===== config.mk =====
export PLATFORM = sky130hd
export DESIGN_NAME = bmv_ram
export DESIGN_NICKNAME = d
export VERILOG_FILES = /design/src/rtl/assert_macros.svh /design/src/rtl/bmv_ram.sv
export SDC_FILE = /design/constraint.sdc
export NUM_CORES = 2
export LEC_CHECK = 0
export BUFFER_PORTS_ARGS = -buffer_cell sky130_fd_sc_hd__buf_2
export CELL_PAD_IN_SITES_DETAIL_PLACEMENT = 1
export CELL_PAD_IN_SITES_GLOBAL_PLACEMENT = 1
export CORE_MARGIN = 2
export CORE_UTILIZATION = 25
export DETAILED_ROUTE_END_ITERATION = 7
export HOLD_SLACK_MARGIN = 0.06
export PLACE_DENSITY_LB_ADDON = 0.1
export SYNTH_ARGS = -nofsm -noshare
export SYNTH_HDL_FRONTEND = slang
export SYNTH_SLANG_ARGS = --single-unit

===== constraint.sdc =====
create_clock -name i_clk -period 3.1 [get_ports i_clk]
set_input_delay 0.155 -clock i_clk [delete_from_list [all_inputs] [get_ports i_clk]]
set_output_delay 0.155 -clock i_clk [all_outputs]
set_load 0.01 [all_outputs]

===== src/rtl/assert_macros.svh =====
// ----------------------------------------------------------------------------
// assertion macros
// clocked assertion helpers, compiled out for synthesis
// ----------------------------------------------------------------------------
`ifndef ASSERT_MACROS_SVH
`define ASSERT_MACROS_SVH

`ifndef SYNTHESIS

// property must hold at every clock edge out of reset
`define ASSERT_CLK(label, clk, rst_n, prop) \
    label: assert property (@(posedge clk) disable iff (!rst_n) prop) \
        else $error("assertion failed");

// expression must never be true out of reset
`define ASSERT_NEVER(label, clk, rst_n, expr) \
    label: assert property (@(posedge clk) disable iff (!rst_n) !(expr)) \
        else $error("forbidden condition seen");

`else

`define ASSERT_CLK(label, clk, rst_n, prop)
`define ASSERT_NEVER(label, clk, rst_n, expr)

`endif

`endif


===== src/rtl/bmv_ram.sv =====
// ----------------------------------------------------------------------------
// bmv_ram
// simple dual-port ram, one write and one registered read per cycle
// ----------------------------------------------------------------------------
module bmv_ram #(
    parameter int WIDTH = 16,
    parameter int DEPTH = 256,
    localparam int AW = $clog2(DEPTH)
) (
    input  logic             i_clk,
    input  logic             i_we,
    input  logic [AW-1:0]    i_waddr,
    input  logic [WIDTH-1:0] i_wdata,
    input  logic             i_re,
    input  logic [AW-1:0]    i_raddr,
    output logic [WIDTH-1:0] o_rdata
);

    logic [WIDTH-1:0] r_mem [DEPTH];
    logic [WIDTH-1:0] r_rdata;

    always_ff @(posedge i_clk) begin
        if (i_we) begin
            r_mem[i_waddr] <= i_wdata;
        end
        // read data holds until the next read
        if (i_re) begin
            r_rdata <= r_mem[i_raddr];
        end
    end

    assign o_rdata = r_rdata;

endmodule


After elaboration in Yosys (flattened, before gate mapping)
Memory sizes are Yosys's and may differ from the RTL's. A register that Yosys moved wholly into a read port is not among the register bits.
Index checks and enable logic that the tools add are counted.
Widths: inputs -> output; s select.
{"block": "classes", "mux": 2}
{"operator": "$mux 1", "n": 2}
{"block": "word_totals", "regBits": 0, "inputBits": 35, "output_inout_bits": 16, "ramBits": 4096, "elab_cells": 3, "mem_count": 1}
{"memory": "r_mem", "depth": 256, "width": 16, "read_ports": 1, "rd_ports_with_merged_regs": 1, "wr": 1, "line_no": "bmv_ram.sv:19", "text": "logic [WIDTH-1:0] r_mem [DEPTH];"}

Logic depth before layout (Yosys ltp)
{"block": "depth", "word_depth": 2, "mapped_depth": 12, "mapped_depth_nobuf": 6}

Least setup slack after synthesis
OpenSTA, ideal clock, no wires.
{"block": "synth_timing", "kind": "input to register", "from": "input port i_raddr[0]", "to": "register r_rdata[4], in the netlist o_rdata[4], read port of r_mem (data pin)", "setup_time_ns": 0.265, "arrival_time_ns": 2.139, "path_slack_ns": 0.696, "t_required_ns": 2.835, "n_path_buf": 3, "cell_stages": 8, "cell_sequence": "buf_6 > buf_6 > buf_2 > mux4_2 > mux4_2 > a22o_1 > o32ai_2 > nor4_2"}
{"element": "start, declared", "line_no": "bmv_ram.sv:15", "text": "input logic [AW-1:0] i_raddr,"}
{"element": "end, declared", "line_no": "bmv_ram.sv:20", "text": "logic [WIDTH-1:0] r_rdata;"}

==> impl_metrics.csv <==
group,metric,value,unit
outcome,result_of_the_run,"complete, no violations",
power,total_power,121,mW
placement,gp_congestion,0.790,
synth,yosys.cell_types.count,51,
routing,detailroute.via_count,81076,
synth,synthesis.instances,7360,
global_routing,vias_in_the_first_global_route,87484,
placement,final_hpwl_from_detailed_placement,363000,um
clock_network,ctsRootBufferMaster,"sky130_fd_sc_hd__clkbuf_16",
worst_setup_path,worstPathCellList,"mux4_2, mux2_2, a22oi_1, buf_4, nand2_1, buf_4, o32ai_4, nor4_1",
clock_network,clk_latency,1.06,ns
floorplan,io_pins,51,
clock_network,clock-sinks,4112,
sta,peak_freq,327,MHz
synth,syn-mean-instance-area,21.6,sq um
synth,yosys_warnings,0,
floorplan,floorplan.core_area,0.633,sq mm
global_routing,grtUsageTotal,17.1,%
sta,final_min_period_over_clock_period,98.5,%
placement,placed_cells_incl_taps,16496,
worst_setup_path,worst_setup_path_end_kind,"register",
routing,post_drt_wl_per_cell,32.3,um
synth,synth_seq_cells,4112,
synth,synth_fp_nets,7395,
routing,postRouteWirelength,562000,um
worst_setup_path,setup.worst_path.class,"register to register",
worst_setup_path,critical_path.n_buffers_inverters,2,
sta,timing.max_slew.rel_slack,17.0,%
layout,nFillCells,63466,
sta,fin_worst_skew,0.0855,ns
floorplan,die_area,0.642,sq mm
worst_setup_path,timing.critical_path.from,"r_mem[8][8]",
synth,synth.cell_area,0.159,sq mm
layout,finish.cell_count_without_fillers,17407,
sta,worst_pin_slew,1.24,ns
sta,number_of_hold_violations_in_the_final_report,0,
power,ir_worst_vdd,0.469,mV
synth,share_of_flip_flops_with_an_asynchronous_set_or_reset,0,%
floorplan,initial_utilization,25.1,%
clock_network,clock_path_buffers,4,
power,p_per_area,627,mW/mm^2
synth,ys_seq_area_share,77.7,%
worst_setup_path,r2r_start,"r_mem[8][8]",
layout,fraction_of_layout_instances_using_a_drive_strength_above_1,32.8,%
global_routing,gr-total-overflow,0,
routing,first_pass_iters,5,
clock_network,clk_pin_slew_worst_paths,0.06,ns
synth,synthDominantCellAreaShare,77.7,%
synth,synth_enable_flop_cells,4112,
worst_setup_path,critical-path-top-delay-family,"compound AO/OA/AOI/OAI gates",
layout,finalNetCount,8656,
layout,areaGrowthSynthToFinish,21.9,%
synth,yosys_most_used_dff,"sky130_fd_sc_hd__edfxtp_1",
clock_network,tritoncts.num_buffers,470,
sta,drv_slew,0,
clock_network,tritoncts,"built",
worst_setup_path,crit_path_arrival_time,3.81,ns
synth,netlist.top_cell.by_area,"sky130_fd_sc_hd__edfxtp_1",
floorplan,rows,292,
routing,post-route-drc-count,0,
worst_setup_path,critical_path.max_stage_delay,0.51,ns
worst_setup_path,setup.worst_path.start_class,"register",
sta,post-route-min-period,3.05,ns
floorplan,die_width,801,um
global_routing,initial_antenna_violation_count,40,
global_routing,global_route_wire_length_before_repair,769000,um
layout,highest_count_cells_in_the_layout_ignoring_fill_and_taps,"sky130_fd_sc_hd__edfxtp_1, sky130_fd_sc_hd__buf_4, sky130_fd_sc_hd__mux4_2",
synth,synth_top_cells_by_area,"sky130_fd_sc_hd__edfxtp_1, sky130_fd_sc_hd__mux4_2, sky130_fd_sc_hd__mux2i_1, sky130_fd_sc_hd__o221ai_1, sky130_fd_sc_hd__nor2_1",
worst_setup_path,cp_max_stage_cell,"sky130_fd_sc_hd__o32ai_4",
power,p_leak,61.6,nW
placement,io_buffers,50,
worst_setup_path,worstPathMaxFanout,1,
routing,ant_nets,0,
global_routing,grt_start_max_net_pins,105,
sta,setup_repair_after_global_routing_missed_its_margin,"no",
layout,final_common_cell,"sky130_fd_sc_hd__edfxtp_1",
sta,setup_viol,0,
clock_network,cts_max_level,5,
routing,route.detailed.vias_per_inst,4.66,
routing,detail_route.iter0.violations,6272,
floorplan,dieHeight,801,um
worst_setup_path,worst-endpoint-required,3.85,ns
worst_hold_path,hold_class,"input port to register",
run,maxCapViolations,0,
worst_setup_path,timing.critical_path.mode_cell,"sky130_fd_sc_hd__buf_4",
worst_hold_path,hold_path.startpoint,"i_wdata[3]",
through the flow:
step                      util (%)  setup WS [ns]  TNS, ns  cell area, sq um  hold slack, ns
after global placement        28.3          -1.26   -11.51            179000           0.549
after CTS                     30.6        0.00102        0            194000          0.0801
after floorplan                  -          0.696        0            159000           0.254
after detailed placement      28.3          -1.26    -9.15            179000           0.551
final                         30.6         0.0454        0            194000           0.163
after global routing          30.6        0.00244        0            194000           0.120
repair_timing:
| item | 4_1_cts | 5_1_grt |
|---|---|---|
| endpoints found under the setup margin | 5 | 3 |
| setup buffers | 0 | 0 |
| resized for setup | 8 | 3 |
| hold buffers | 32 | 0 |
| hold endpoints to repair | 4277 | 0 |
| pin swaps | 3 | 0 |
kinds of logic (layout without fill, tap and decap cells):
group                  count (synthesis)  in the layout  synth area share [%]
AOI/OAI and AO/OA                    786            786                  3.53
buffers and inverters                456           2101                  1.69
DFF                                 4112           4112                  77.7
muxes                               1450           1450                  15.5
other                                  0             23                     0
and+or+nand+nor                      556            556                  1.57
worst reg2reg max path, cell delays in order, from the launching register on:
cell and delay (ns):
sky130_fd_sc_hd__edfxtp_1 0.37, sky130_fd_sc_hd__mux4_2 0.46, sky130_fd_sc_hd__mux2_2 0.36, sky130_fd_sc_hd__a22oi_1 0.47, sky130_fd_sc_hd__buf_4 0.22, sky130_fd_sc_hd__nand2_1 0.06, sky130_fd_sc_hd__buf_4 0.18, sky130_fd_sc_hd__o32ai_4 0.51
sky130_fd_sc_hd__nor4_1 0.13
synthesized netlist by cell type, types with 20 or more instances:
cell type,count
sky130_fd_sc_hd__a21oi_1,175
sky130_fd_sc_hd__a221oi_1,28
sky130_fd_sc_hd__a22o_1,32
sky130_fd_sc_hd__a22oi_1,43
sky130_fd_sc_hd__buf_1,27
sky130_fd_sc_hd__buf_2,76
sky130_fd_sc_hd__buf_4,26
sky130_fd_sc_hd__buf_6,77
sky130_fd_sc_hd__clkbuf_1,230
sky130_fd_sc_hd__edfxtp_1,4112
sky130_fd_sc_hd__mux2_2,88
sky130_fd_sc_hd__mux2i_1,565
sky130_fd_sc_hd__mux4_2,797
sky130_fd_sc_hd__nand2_1,38
sky130_fd_sc_hd__nand3_1,35
sky130_fd_sc_hd__nand4_1,26
sky130_fd_sc_hd__nor2_1,304
sky130_fd_sc_hd__nor3_1,92
sky130_fd_sc_hd__o21ai_0,37
sky130_fd_sc_hd__o221ai_1,252
sky130_fd_sc_hd__o22ai_1,148
sky130_fd_sc_hd__o32ai_1,20
area by class of cell:
| cell class | count | area, sq um | share of cell area (%) |
|---|---|---|---|
| diodes | 23 | 57.6 | 0.0297 |
| flip-flops and latches | 4112 | 123000 | 63.8 |
| clock buffers | 590 | 12300 | 6.33 |
| clock inverters | 266 | 2050 | 1.06 |
| multi-input cells | 2792 | 33500 | 17.3 |
| inverters | 4 | 27.5 | 0.0142 |
| well taps | 8379 | 10500 | 5.41 |
| repair buffers | 1241 | 11800 | 6.08 |
sequential cells by signal, summed over array words and instances (netlist names):
register / flops
r_mem: 4096
o_rdata: 16
routing by layer:
| metal | up-vias | GRT usage [%] | wire length [um] |
|---|---|---|---|
| li1 | 33970 | - | - |
| met1 | 44922 | 23.5 | 254000 |
| met4 | 6 | 3.93 | 13800 |
| met5 | - | 0 | 42 |
| met3 | 628 | 1.79 | 17700 |
| met2 | 1550 | 29.2 | 277000 |
report_power, final:
group	switching [mW]	internal [mW]
Sequential	0.0626	61.3
Combinational	4.64	2.74
Clock	23.0	29.6
Total	27.7	93.7
worst paths after layout:
kind | end | slack (ns) | cells past startpoint
setup reg to reg | o_rdata[8] | 0.05 | 8
hold reg to reg | o_rdata[5] | 1.22 | 6
hold / removal | r_mem[180][3] | 0.16 | 2
setup / recovery | o_rdata[8] | 0.05 | 8
No activity file was read; power rests on OpenSTA's default activity.
