===== config.mk =====
export PLATFORM = sky130hd
export DESIGN_NAME = bmv_div
export DESIGN_NICKNAME = d
export VERILOG_FILES = /design/src/rtl/bmv_pkg.sv /design/src/rtl/bmv_div.sv
export VERILOG_INCLUDE_DIRS = /design/src /design/src/rtl
export SDC_FILE = /design/constraint.sdc
export NUM_CORES = 1
export LEC_CHECK = 0
export BUFFER_PORTS_ARGS = -buffer_cell sky130_fd_sc_hd__buf_2
export CAP_MARGIN = 10
export CORE_ASPECT_RATIO = 1.75
export CORE_MARGIN = 2
export CORE_UTILIZATION = 25
export DETAILED_ROUTE_END_ITERATION = 6
export SLEW_MARGIN = 20
export SYNTH_ARGS = -nofsm -noshare
export SYNTH_HDL_FRONTEND = slang
export SYNTH_SLANG_ARGS = --single-unit
export TNS_END_PERCENT = 30

===== constraint.sdc =====
create_clock -name i_clk -period 6.1 [get_ports i_clk]
set_clock_uncertainty 0.05 [all_clocks]
set_input_delay 0 -clock i_clk [delete_from_list [all_inputs] [get_ports i_clk]]
set_output_delay 0 -clock i_clk [all_outputs]
set_load 0.02 [all_outputs]

===== src/rtl/assert_macros.svh =====
// ----------------------------------------------------------------------------
// assertion macros
// clocked assertion helpers, compiled out for synthesis
// ----------------------------------------------------------------------------
`ifndef ASSERT_MACROS_SVH
`define ASSERT_MACROS_SVH

`ifndef SYNTHESIS

// property must hold at every clock edge out of reset
`define ASSERT_CLK(label, clk, rst_n, prop) \
    label: assert property (@(posedge clk) disable iff (!rst_n) prop) \
        else $error("assertion failed");

// expression must never be true out of reset
`define ASSERT_NEVER(label, clk, rst_n, expr) \
    label: assert property (@(posedge clk) disable iff (!rst_n) !(expr)) \
        else $error("forbidden condition seen");

`else

`define ASSERT_CLK(label, clk, rst_n, prop)
`define ASSERT_NEVER(label, clk, rst_n, expr)

`endif

`endif


===== src/rtl/bmv_pkg.sv =====
// ----------------------------------------------------------------------------
// bmv_pkg
// shared sizes, register codes and state type of the box mean filter
// ----------------------------------------------------------------------------
package bmv_pkg;

    // build-time limits
    localparam int MAX_MAP_WIDTH  = 256;
    localparam int MAX_WIN_HEIGHT = 64;
    localparam int MAX_WIN_WIDTH  = 64;
    localparam int MAP_H_LIM      = 256;

    // limits as seen through the register widths
    localparam int MAP_W_LIM = (MAX_MAP_WIDTH < 511) ? MAX_MAP_WIDTH : 511;
    localparam int WIN_W_LIM = (MAX_WIN_WIDTH < 127) ? MAX_WIN_WIDTH : 127;
    localparam int WIN_H_LIM = (MAX_WIN_HEIGHT < 127) ? MAX_WIN_HEIGHT : 127;

    localparam int COL_W   = $clog2(MAP_W_LIM);
    localparam int ROW_W   = $clog2(MAP_H_LIM);
    localparam int RING_AW = $clog2(WIN_W_LIM);
    localparam int SLOT_W  = $clog2(WIN_H_LIM);

    localparam int STORE_AW    = SLOT_W + COL_W;
    localparam int STORE_DEPTH = 2 ** STORE_AW;

    // column sums in the lower half, recent column ring in the upper half
    localparam int SUM_IDX_W = (COL_W > RING_AW) ? COL_W : RING_AW;
    localparam int SUM_AW    = SUM_IDX_W + 1;
    localparam int SUM_DEPTH = 2 ** SUM_AW;

    // datapath widths
    localparam int PIX_W  = 16;
    localparam int CS_W   = 22;
    localparam int SUM_W  = 28;
    localparam int QUO_W  = 16;
    localparam int AREA_W = 14;

    // configuration port
    localparam int CFG_IDX_W  = 3;
    localparam int CFG_DATA_W = 9;

    localparam logic [CFG_IDX_W-1:0] CFG_MAP_WIDTH  = 3'd0;
    localparam logic [CFG_IDX_W-1:0] CFG_MAP_HEIGHT = 3'd1;
    localparam logic [CFG_IDX_W-1:0] CFG_WIN_WIDTH  = 3'd2;
    localparam logic [CFG_IDX_W-1:0] CFG_WIN_HEIGHT = 3'd3;

    typedef enum logic [2:0] {
        S_IDLE,
        S_COL,
        S_ROW,
        S_DIV,
        S_DONE
    } t_state;

endpackage


===== src/rtl/bmv_div.sv =====
// ----------------------------------------------------------------------------
// bmv_div
// radix-2 restoring divider, window sum by window area, one bit per cycle
// ----------------------------------------------------------------------------
`include "assert_macros.svh"

module bmv_div
    import bmv_pkg::*;
(
    input  logic              i_clk,
    input  logic              i_rst_n,
    input  logic              i_start,
    input  logic [SUM_W-1:0]  i_dividend,
    input  logic [AREA_W-1:0] i_divisor,
    output logic              o_done,
    output logic [QUO_W-1:0]  o_quotient
);

    localparam int REM_W = AREA_W + 1;
    localparam int CNT_W = $clog2(QUO_W);

    logic              r_busy;
    logic              r_done;
    logic [CNT_W-1:0]  r_cnt;
    logic [REM_W-1:0]  r_rem;
    logic [QUO_W-1:0]  r_quo;
    logic [AREA_W-1:0] r_divisor;

    logic [REM_W-1:0] trial;
    logic             fits;

    // quotient always fits in QUO_W bits, so the upper dividend bits start
    // out below the divisor
    always_comb begin
        trial = {r_rem[REM_W-2:0], r_quo[QUO_W-1]};
        fits  = trial >= {1'b0, r_divisor};
    end

    always_ff @(posedge i_clk) begin
        if (!i_rst_n) begin
            r_busy <= 1'b0;
            r_done <= 1'b0;
            r_cnt  <= '0;
        end else begin
            r_done <= 1'b0;
            if (i_start) begin
                r_busy <= 1'b1;
                r_cnt  <= '0;
            end else if (r_busy) begin
                r_cnt <= r_cnt + 1'b1;
                if (r_cnt == CNT_W'(QUO_W - 1)) begin
                    r_busy <= 1'b0;
                    r_done <= 1'b1;
                end
            end
        end
    end

    always_ff @(posedge i_clk) begin
        if (i_start) begin
            r_rem     <= REM_W'(i_dividend[SUM_W-1:QUO_W]);
            r_quo     <= i_dividend[QUO_W-1:0];
            r_divisor <= i_divisor;
        end else if (r_busy) begin
            r_rem <= fits ? (trial - {1'b0, r_divisor}) : trial;
            r_quo <= {r_quo[QUO_W-2:0], fits};
        end
    end

    assign o_done     = r_done;
    assign o_quotient = r_quo;

    `ASSERT_NEVER(a_start_while_busy, i_clk, i_rst_n, i_start && r_busy)
    `ASSERT_CLK(a_start_then_busy, i_clk, i_rst_n, i_start |=> (r_busy && !r_done))
    `ASSERT_CLK(a_done_ends_busy, i_clk, i_rst_n, r_done |-> ($fell(r_busy) && !i_start))

endmodule


[After elaboration in Yosys (flattened, before gate mapping)]
Cells that the tools add are included.
Storage, ports and cells
  logic and storage cells: 25
  output and inout bits: 17
  input port bits: 45
  register bits after elaboration: 50
Operators by class
  eq/ne operators: 1
  $lt $le $gt $ge: 1
  reduce and logical (&&, ||, !) cells: 3
  muxes and demuxes: 9
  add/sub/neg operators: 2
  bitwise logic cells: 2
Operator list (number)
  two-way mux 16 bit: 2
  two-way mux 12 bit: 2
  >= comparator 15 x 14 -> 1 bit: 1
  two-way mux 14 bit: 1
  subtractor 14 bit: 1
  adder 4 x 1 -> 4 bit (second input constant): 1
  == test 4 bit (second input constant): 1
  two-way mux 1 bit: 4
  OR reduction 3 bit: 1
  NOT 1 bit: 2
  nonzero test 2 bit: 1
  OR reduction 2 bit: 1

[Longest topological paths before layout]
Gate-level depths: netlist (run 1).
  depth in word-level cells: 4
  depth in mapped cells: 11
  depth with buffers taken out: 11

[Least setup slack after synthesis (run 1)]
OpenSTA, ideal clock, no wires.
  kind: reg-to-reg
  start: reg r_quo[15] (netlist: o_quotient[15])
  end: reg r_rem[10] (data pin)
  path buffers: 0
  setup slack: 3259 ps
  stages on the path, launching flop included: 12
  data arrival time: 2530 ps
  period minus slack after synthesis: 2841 ps
  setup time: 261 ps
  path through: edfxtp_1 > inv_1 > ha_1 > inv_1 > fa_1 > a21o_1 > a221oi_1 > o221ai_1 > a21oi_1 > xor2_1 > nor3_1 > a221o_1
Between the ends
  cells in the longest elaborated chain, start to end: 4
Ends and longest elaborated chain
  start, declared: line bmv_div.sv:26  | logic [QUO_W-1:0] r_quo;
  start signal, assigned: line bmv_div.sv:62  | r_quo <= i_dividend[QUO_W-1:0];
  start signal, assigned: line bmv_div.sv:66  | r_quo <= {r_quo[QUO_W-2:0], fits};
  subtractor 14 bit or >= comparator 15 x 14 -> 1 bit (tied branches): line bmv_div.sv:65, bmv_div.sv:36
  two-way mux 14 bit *: line bmv_div.sv:65  | r_rem <= fits ? (trial - {1'b0, r_divisor}) : trial;
  two-way mux 12 bit *: line bmv_div.sv:64  | end else if (r_busy) begin
  two-way mux 12 bit *: line bmv_div.sv:60  | if (i_start) begin
  end signal, assigned: line bmv_div.sv:61  | r_rem <= REM_W'(i_dividend[SUM_W-1:QUO_W]);
  end signal, assigned: line bmv_div.sv:65
  end, declared: line bmv_div.sv:25  | logic [REM_W-1:0] r_rem;
Mark *: on every way between the ends. The rest lies on a longest branch, timed or not. The select of a mux whose other input is x is not followed.
A chain may end at the register's enable or synchronous reset.

[Worst setup path in the final report (run 1)]
  start: reg r_rem[3]
  end: reg r_rem[0] (data pin)
Between the ends
  cells in the longest elaborated chain, start to end: 4
Ends and longest elaborated chain
  >= comparator 15 x 14 -> 1 bit: line bmv_div.sv:36  | fits = trial >= {1'b0, r_divisor};
  two-way mux 14 bit: line bmv_div.sv:65
  two-way mux 12 bit: line bmv_div.sv:64
  two-way mux 12 bit: line bmv_div.sv:60
Every way passes these cells. The select of a mux whose other input is x is not followed.

==> reports/results.txt, run 1 <==
Worst Hold Class: in2reg
Iter 0 DRT Violations: 76
Site row count: 50
Met2 Track Usage GR: 20.2%
Crit path buf inv count: 0
RSZ-0062 raised after global routing: no
Die area: 11,800 sq um
GRT overflow: 0
Power Density: 291 nW/um^2
Power Total: 1.08 mW
Crit path from: r_rem[3]
Layout Nets: 392
Final hold viol count: 0
Worst path arrival time: 3.05 ns
Yosys reg bits: 50
Critical Path Sink Type: flop
Gr usage total: 10.4%
Top FF cell, synth: edfxtp_1
Post-CTS setup buffer count: 0
Core ar.: 10,600 sq um
Clock sinks: 50
VDD IR max: 0.000150 V
Commonest non-fill, non-tap cell in the layout: buf_2
Pins over their slew limit: 0
CP Launch Type: flop
Sequential cell area fraction in the yosys report: 52.2%
Max Cap Viol: 0
DRT Pass-1 Iters: 4
Post-synth cell types: 42
Slowest-stage cell, CP: a21oi_4
Via count: 2,069
Layout area overhead: 36.0%
Synth Cell Area: 2720 sq um
Final WL: 5.99 mm
Yosys warning count: 0
Worst r2r src: r_rem[3]
Most frequent cells in the layout: 61 x buf_2, 42 x dlygate4sd3_1, 42 x edfxtp_1
First-pass GRT wire length: 9.86 mm
Die Height: 142 um
Pin count of the biggest net entering global routing: 70
Hold slack: 0.0274 ns
Cell breakdown of the critical path: ha_1 > a21o_1 > a31oi_1 > o21ai_2 > a221o_1 > a21oi_4 > mux2i_1 > mux2_2
# DRC: 0
GR Util met1: 10.8%
Layout cells sized above 1: 26.8%
Busiest grt layer: met2
CP max FO: 25
Ys async rst share: 0%
Synth Instances: 231
Maximum root-to-sink buffer count: 2
Clock buffer count from CTS: 5
Routing usage on met3: 2.26%
Io pins: 62
# setup viols final: 0
Number of synthesized flops with an enable pin: 42
Clk Tree Root Cell: clkbuf_16
Die Width: 82.9 um
Antenna violations before repair: 0
Tcrit/Tclk final: 50.1%
Max stage delay on crit path: 0.59 ns
Vias in the first global route: 2,161
Max Fclk: 327 MHz
Clk Latency, worst-skew pair: 0.29 ns
Placed instance count: 412
Synth Area per Inst: 11.8 sq um
CP delay by family, top: compound AO/OA/AOI/OAI gates
Setup TNS: 0 ns
Vias per cell: 4.48
Status: finished clean
Hpwl dp: 4.21 mm
Hold wc startpoint: i_dividend[0]
WP data required: 6.09 ns
N_diodes: 0
Final std cells w/o fill: 462
WS Path Type: reg2reg
Initial Util: 25.6%
GP Congestion: 0.794
P_leak: 1.57 nW
Slew Limit Headroom: 51.0%
Final Critical Period: 3.05 ns
CTS clk-pin slew, worst paths: 0.07 ns
Mapped Nets: 292
Avg WL per Cell: 13.0 um
Post-route antenna net violation count: 0
Port bufs: 61
CTS tree: yes
Max H-tree Level: 2
Least-Margin Pin Slew: 0.735 ns
[cell families (layout without fill, tap and decap cells)]
logic type               after synthesis  count (layout)  share of synthesized area [%]
AO/OA/AOI/OAI                         43              43                           11.7
XOR/XNOR                              15              15                           4.83
adder cells (fa/ha/maj)               16              16                           7.63
buffers and inverters                 29             130                           4.41
flip-flops                            50              50                           52.2
multiplexers                          22              22                           8.83
AND/OR/NAND/NOR                       56              56                           10.4
[through the flow]
step           instance area (sq um)  setup slack (ns)  utilization (%)
3_5_place_dp                    3140              3.03             29.6
2_1_floorplan                   2720              3.26                -
5_1_grt                         3700              2.86             34.8
6_report                        3700              3.05             34.8
3_3_place_gp                    3140              3.11             29.6
4_1_cts                         3700              3.03             34.8
[registers in the layout, indices dropped and copies added (netlist names)]
name	cells
o_quotient	16
r_rem	14
o_done	1
r_divisor	14
r_busy	1
r_cnt	4
[synthesized netlist by cell type (3+ instances only)]
library cell | n | area, sq um
xor2_1 | 10 | 87.6
nor2_1 | 11 | 41.3
a21oi_1 | 11 | 55.1
mux2_2 | 16 | 180
o311ai_0 | 5 | 43.8
inv_1 | 18 | 67.6
xnor2_1 | 5 | 43.8
clkbuf_1 | 9 | 33.8
a221o_1 | 4 | 40.0
and3_1 | 3 | 18.8
edfxtp_1 | 42 | 1260
mux2i_1 | 6 | 60.1
ha_1 | 15 | 188
nand2_1 | 14 | 52.6
nand3_1 | 7 | 35.0
nor2b_1 | 4 | 25.0
nor3_1 | 5 | 25.0
a21o_1 | 6 | 45.0
nand3b_1 | 5 | 37.5
dfxtp_1 | 8 | 160
[final cells by class]
class	instances	area, sq um
tap	130	163
timing repair buffer	104	733
multi-input combinational	152	1180
inverter	18	67.6
fill	1096	6930
sequential	50	1420
clock inverter	2	8.76
clock buffer	6	129
[routing by layer]
layer  wire, um  vias up
met1       2410      967
met5          0        -
met4         97        0
li1           -     1054
met2       3260       42
met3        220        6
[power breakdown]
group | internal [mW] | leakage, nW | switching [mW]
sequential | 0.425 | 0.486 | 0.0234
combinational | 0.164 | 1.02 | 0.192
clock | 0.150 | 0.0683 | 0.121
[worst min-delay path, delay by kind of cell]
family | cells | cell delay, ns
multiplexers | 1 | 0.13
buffers and inverters | 2 | 0.10
[repair_timing]
action,4_1_cts,5_1_grt
gates resized for setup,0,0
endpoints found under the hold margin,42,0
hold buffers,42,0
[final timing paths]
kind | slack [ns] | depth (start not counted) | to
hold / removal | 0.03 | 3 | o_quotient[0]
hold reg to reg | 0.45 | 2 | o_done
setup reg to reg | 3.05 | 8 | r_rem[0]
setup / recovery | 3.05 | 8 | r_rem[0]
No activity file was read; power rests on OpenSTA's default activity.
==> inputs of run 2 (changes only) <==
Settings changed: ABC_AREA set to 1.
Clock period 6.1 ns to 2.7 ns, I/O delays scaled along.
==> run 2 against run 1 <==
Net effect:
- non-clock buffer count rose by 4
- cell area rose by 13%
- power rose to 2.5 times the previous value
- sequential power rose by 130%
- clock power rose by 150%
- combinational power rose to 2.9 times the previous value
- hold slack improved by 0.0055 ns
- largest cell class unchanged
==> reports/results.txt, run 2 <==
Core ar.: 12,300 sq um (+16%)
N_diodes: 0 (unchanged)
Multi-input combinational cell area: 1410 sq um (+19%)
Avg WL per Cell: 12.1 um (-6.7%)
Synth Instances: 395 (+71%)
Max Cap Viol: 0 (unchanged)
GRT overflow: 0 (unchanged)
Max Fclk: 444 MHz (+36%)
GP Congestion: 0.929 (+17%)
DRT Pass-1 Iters: 4 (unchanged)
Synth top area share: 40.5% (-5.8 points)
Max H-tree Level: 2 (unchanged)
Clock buffer count from CTS: 5 (unchanged)
Commonest cells post-synth: 155 x nand2_1, 60 x inv_1, 42 x edfxtp_1
Antenna violations before repair: 0 (unchanged)
Die area: 13,400 sq um (+14%)
Top post-synthesis cells by area: edfxtp_1 41%, nand2_1 19%, inv_1 7.2%, ha_1 6.0%, dfxtp_1 5.1%
Iter 0 DRT Violations: 122 (+61%)
Final std cells w/o fill: 670 (+45%)
Critical Path Sink Type: flop
Gr usage total: 12.9% (+2.5 points)
Port bufs: 61 (unchanged)
Final WS setup: 0.448 ns (-2.60 ns)
VDD IR max: 0.000379 V (+150%)
Synth Area per Inst: 7.88 sq um (-33%)
Worst path arrival time: 2.25 ns (-0.80 ns)
Setup TNS: 0 ns (unchanged)
Site row count: 54 (+8.0%)
Placed instance count: 620 (+50%)
Layout cells sized above 1: 17.1% (-9.7 points)
WP data required: 2.70 ns (-3.39 ns)
Sequential cell area fraction in the yosys report: 45.7% (-6.6 points)
Final Critical Period: 2.25 ns (-0.802 ns)
Clk Tree Root Cell: clkbuf_16
Ys async rst share: 0% (unchanged)
# setup viols final: 0 (unchanged)
Tcrit/Tclk final: 83.4% (+33 points)
Mapped Nets: 456 (+56%)
Pins over their slew limit: 0 (unchanged)
Maximum root-to-sink buffer count: 2 (unchanged)
RSZ-0062 raised after global routing: no
Final WL: 8.11 mm (+35%)
Die Height: 152 um (+6.8%)
P_leak: 2.05 nW (+30%)
Pin count of the biggest net entering global routing: 29 (-59%)
CTS clk-pin slew, worst paths: 0.07 ns (about the same)
Final hold viol count: 0 (unchanged)
Synth Cell Area: 3110 sq um (+14%)
# DRC: 0 (unchanged)
Slew Limit Headroom: 61.5% (+10 points)
Post-synth cell types: 29 (-31%)
Post-CTS setup buffer count: 0 (unchanged)
Top FF cell, synth: edfxtp_1
Reg2reg setup slack: 0.45 ns (-2.60 ns)
# fillers: 1,330 (+21%)
Yosys warning count: 0 (unchanged)
CP Launch Type: flop
First-pass GRT wire length: 13.3 mm (+35%)
Clk Latency, worst-skew pair: 0.30 ns (about the same)
Register area: 1420 sq um (unchanged)
Die Width: 88.4 um (+6.6%)
Worst Hold Class: in2reg
Number of synthesized flops with an enable pin: 42 (unchanged)
WS Path Type: reg2reg
Post-route antenna net violation count: 0 (unchanged)
Layout area overhead: 34.5%
Pre-CTS setup slack: 0.467 ns (-2.56 ns)
Clock sinks: 50 (unchanged)
Most frequent cells in the layout: 155 x nand2_1, 61 x buf_2, 60 x inv_1
Yosys reg bits: 50 (unchanged)
Commonest non-fill, non-tap cell in the layout: nand2_1
CTS tree: yes
Hpwl dp: 6.05 mm (+44%)
Status: finished clean
CP max FO: 19 (-24%)
Io pins: 62 (unchanged)
Vias per cell: 4.35 (-2.9%)
Layout Nets: 562 (+43%)
Power Density: 649 nW/um^2 (+120%)
Cell taking the most area after synthesis: edfxtp_1
Least-Margin Pin Slew: 0.577 ns (-0.157 ns)
Initial Util: 25.3% (-0.27 points)
Via count: 2,912 (+41%)
Max FFs per register: 16 (unchanged)
Vias in the first global route: 2,961 (+37%)
Count leader, synth: nand2_1
Hold slack: 0.0329 ns (+0.00551 ns)
Power Total: 2.72 mW (+150%)
==> run 2: changes by cell type after synthesis, sizes merged, moves of 5 or more <==
cell    before  now
a21oi       12    6
nand2       14  156
mux2i        6    0
clkbuf       9    4
o311ai       5    0
nor2        11   27
nand3        7   34
xor2        10    0
a21o         6    0
inv         18   60
mux2        16    0
==> run 2: stage by stage <==
stage | area (sq um) | utilization, %
floorplan | 3110 | -
CTS | 4190 | 34.0
finish | 4190 | 34.0
detailed placement | 3610 | 29.3
global route | 4190 | 34.0
global placement | 3610 | 29.3
==> run 2: kinds of logic after synthesis <==
kind of cell | Yosys count | share of synthesized area, %
flip-flops | 50 | 45.7
AND/OR/NAND/NOR | 239 | 34.2
adder cells (fa/ha/maj) | 16 | 6.67
buffers and inverters | 69 | 9.08
XOR/XNOR | 6 | 1.69
AO/OA/AOI/OAI | 15 | 2.69
==> run 2: worst paths after layout <==
check / from / endpoint / cells past startpoint
min: i_dividend[0] / o_quotient[0] / 3
min reg2reg: r_rem[12] / r_rem[12] / 2
max: r_rem[3] / r_rem[5] / 10
max reg2reg: r_rem[3] / r_rem[5] / 10
==> run 2: cell type report <==
cell class / instances / share of cell area [%]
inverter: 60 / 5.38
multi-input combinational: 276 / 33.7
tap: 168 / 5.02
sequential: 50 / 34.0
clock buffer: 8 / 3.77
timing repair buffer: 108 / 18.2
==> run 2: per-layer routing <==
metal / vias up / track usage, % / part of all wire [%]
met1: 1356 / 11.8 / 36
met4: 0 / 8.48 / 4.2
li1: 1466 / - / -
met2: 69 / 25.3 / 57
met3: 21 / 1.68 / 2.5
met5: - / 0 / 0
==> run 2: worst max-delay path, stage by stage, from the launching register on <==
cell and delay [ns]:
edfxtp_1 0.43, ha_1 0.40, nand2_1 0.12, nor2_1 0.10, nand3_1 0.08, nand2_1 0.13, nand3_2 0.16, nand2_4 0.27
nand2_1 0.08, nand3_1 0.10, nand2_1 0.07
==> run 2: power breakdown <==
| part | internal (mW) | leakage, nW | switching, mW | total [mW] |
|---|---|---|---|---|
| Clock | 0.401 | 0.0763 | 0.278 | 0.679 |
| Combinational | 0.395 | 1.48 | 0.629 | 1.02 |
| Sequential | 0.956 | 0.488 | 0.0570 | 1.01 |
| Total | 1.75 | 2.05 | 0.964 | 2.72 |
==> run 2: timing repair <==
action,4_1_cts,5_1_grt
gates resized for setup,0,0
hold buffers,42,0
hold endpoints to repair,42,0
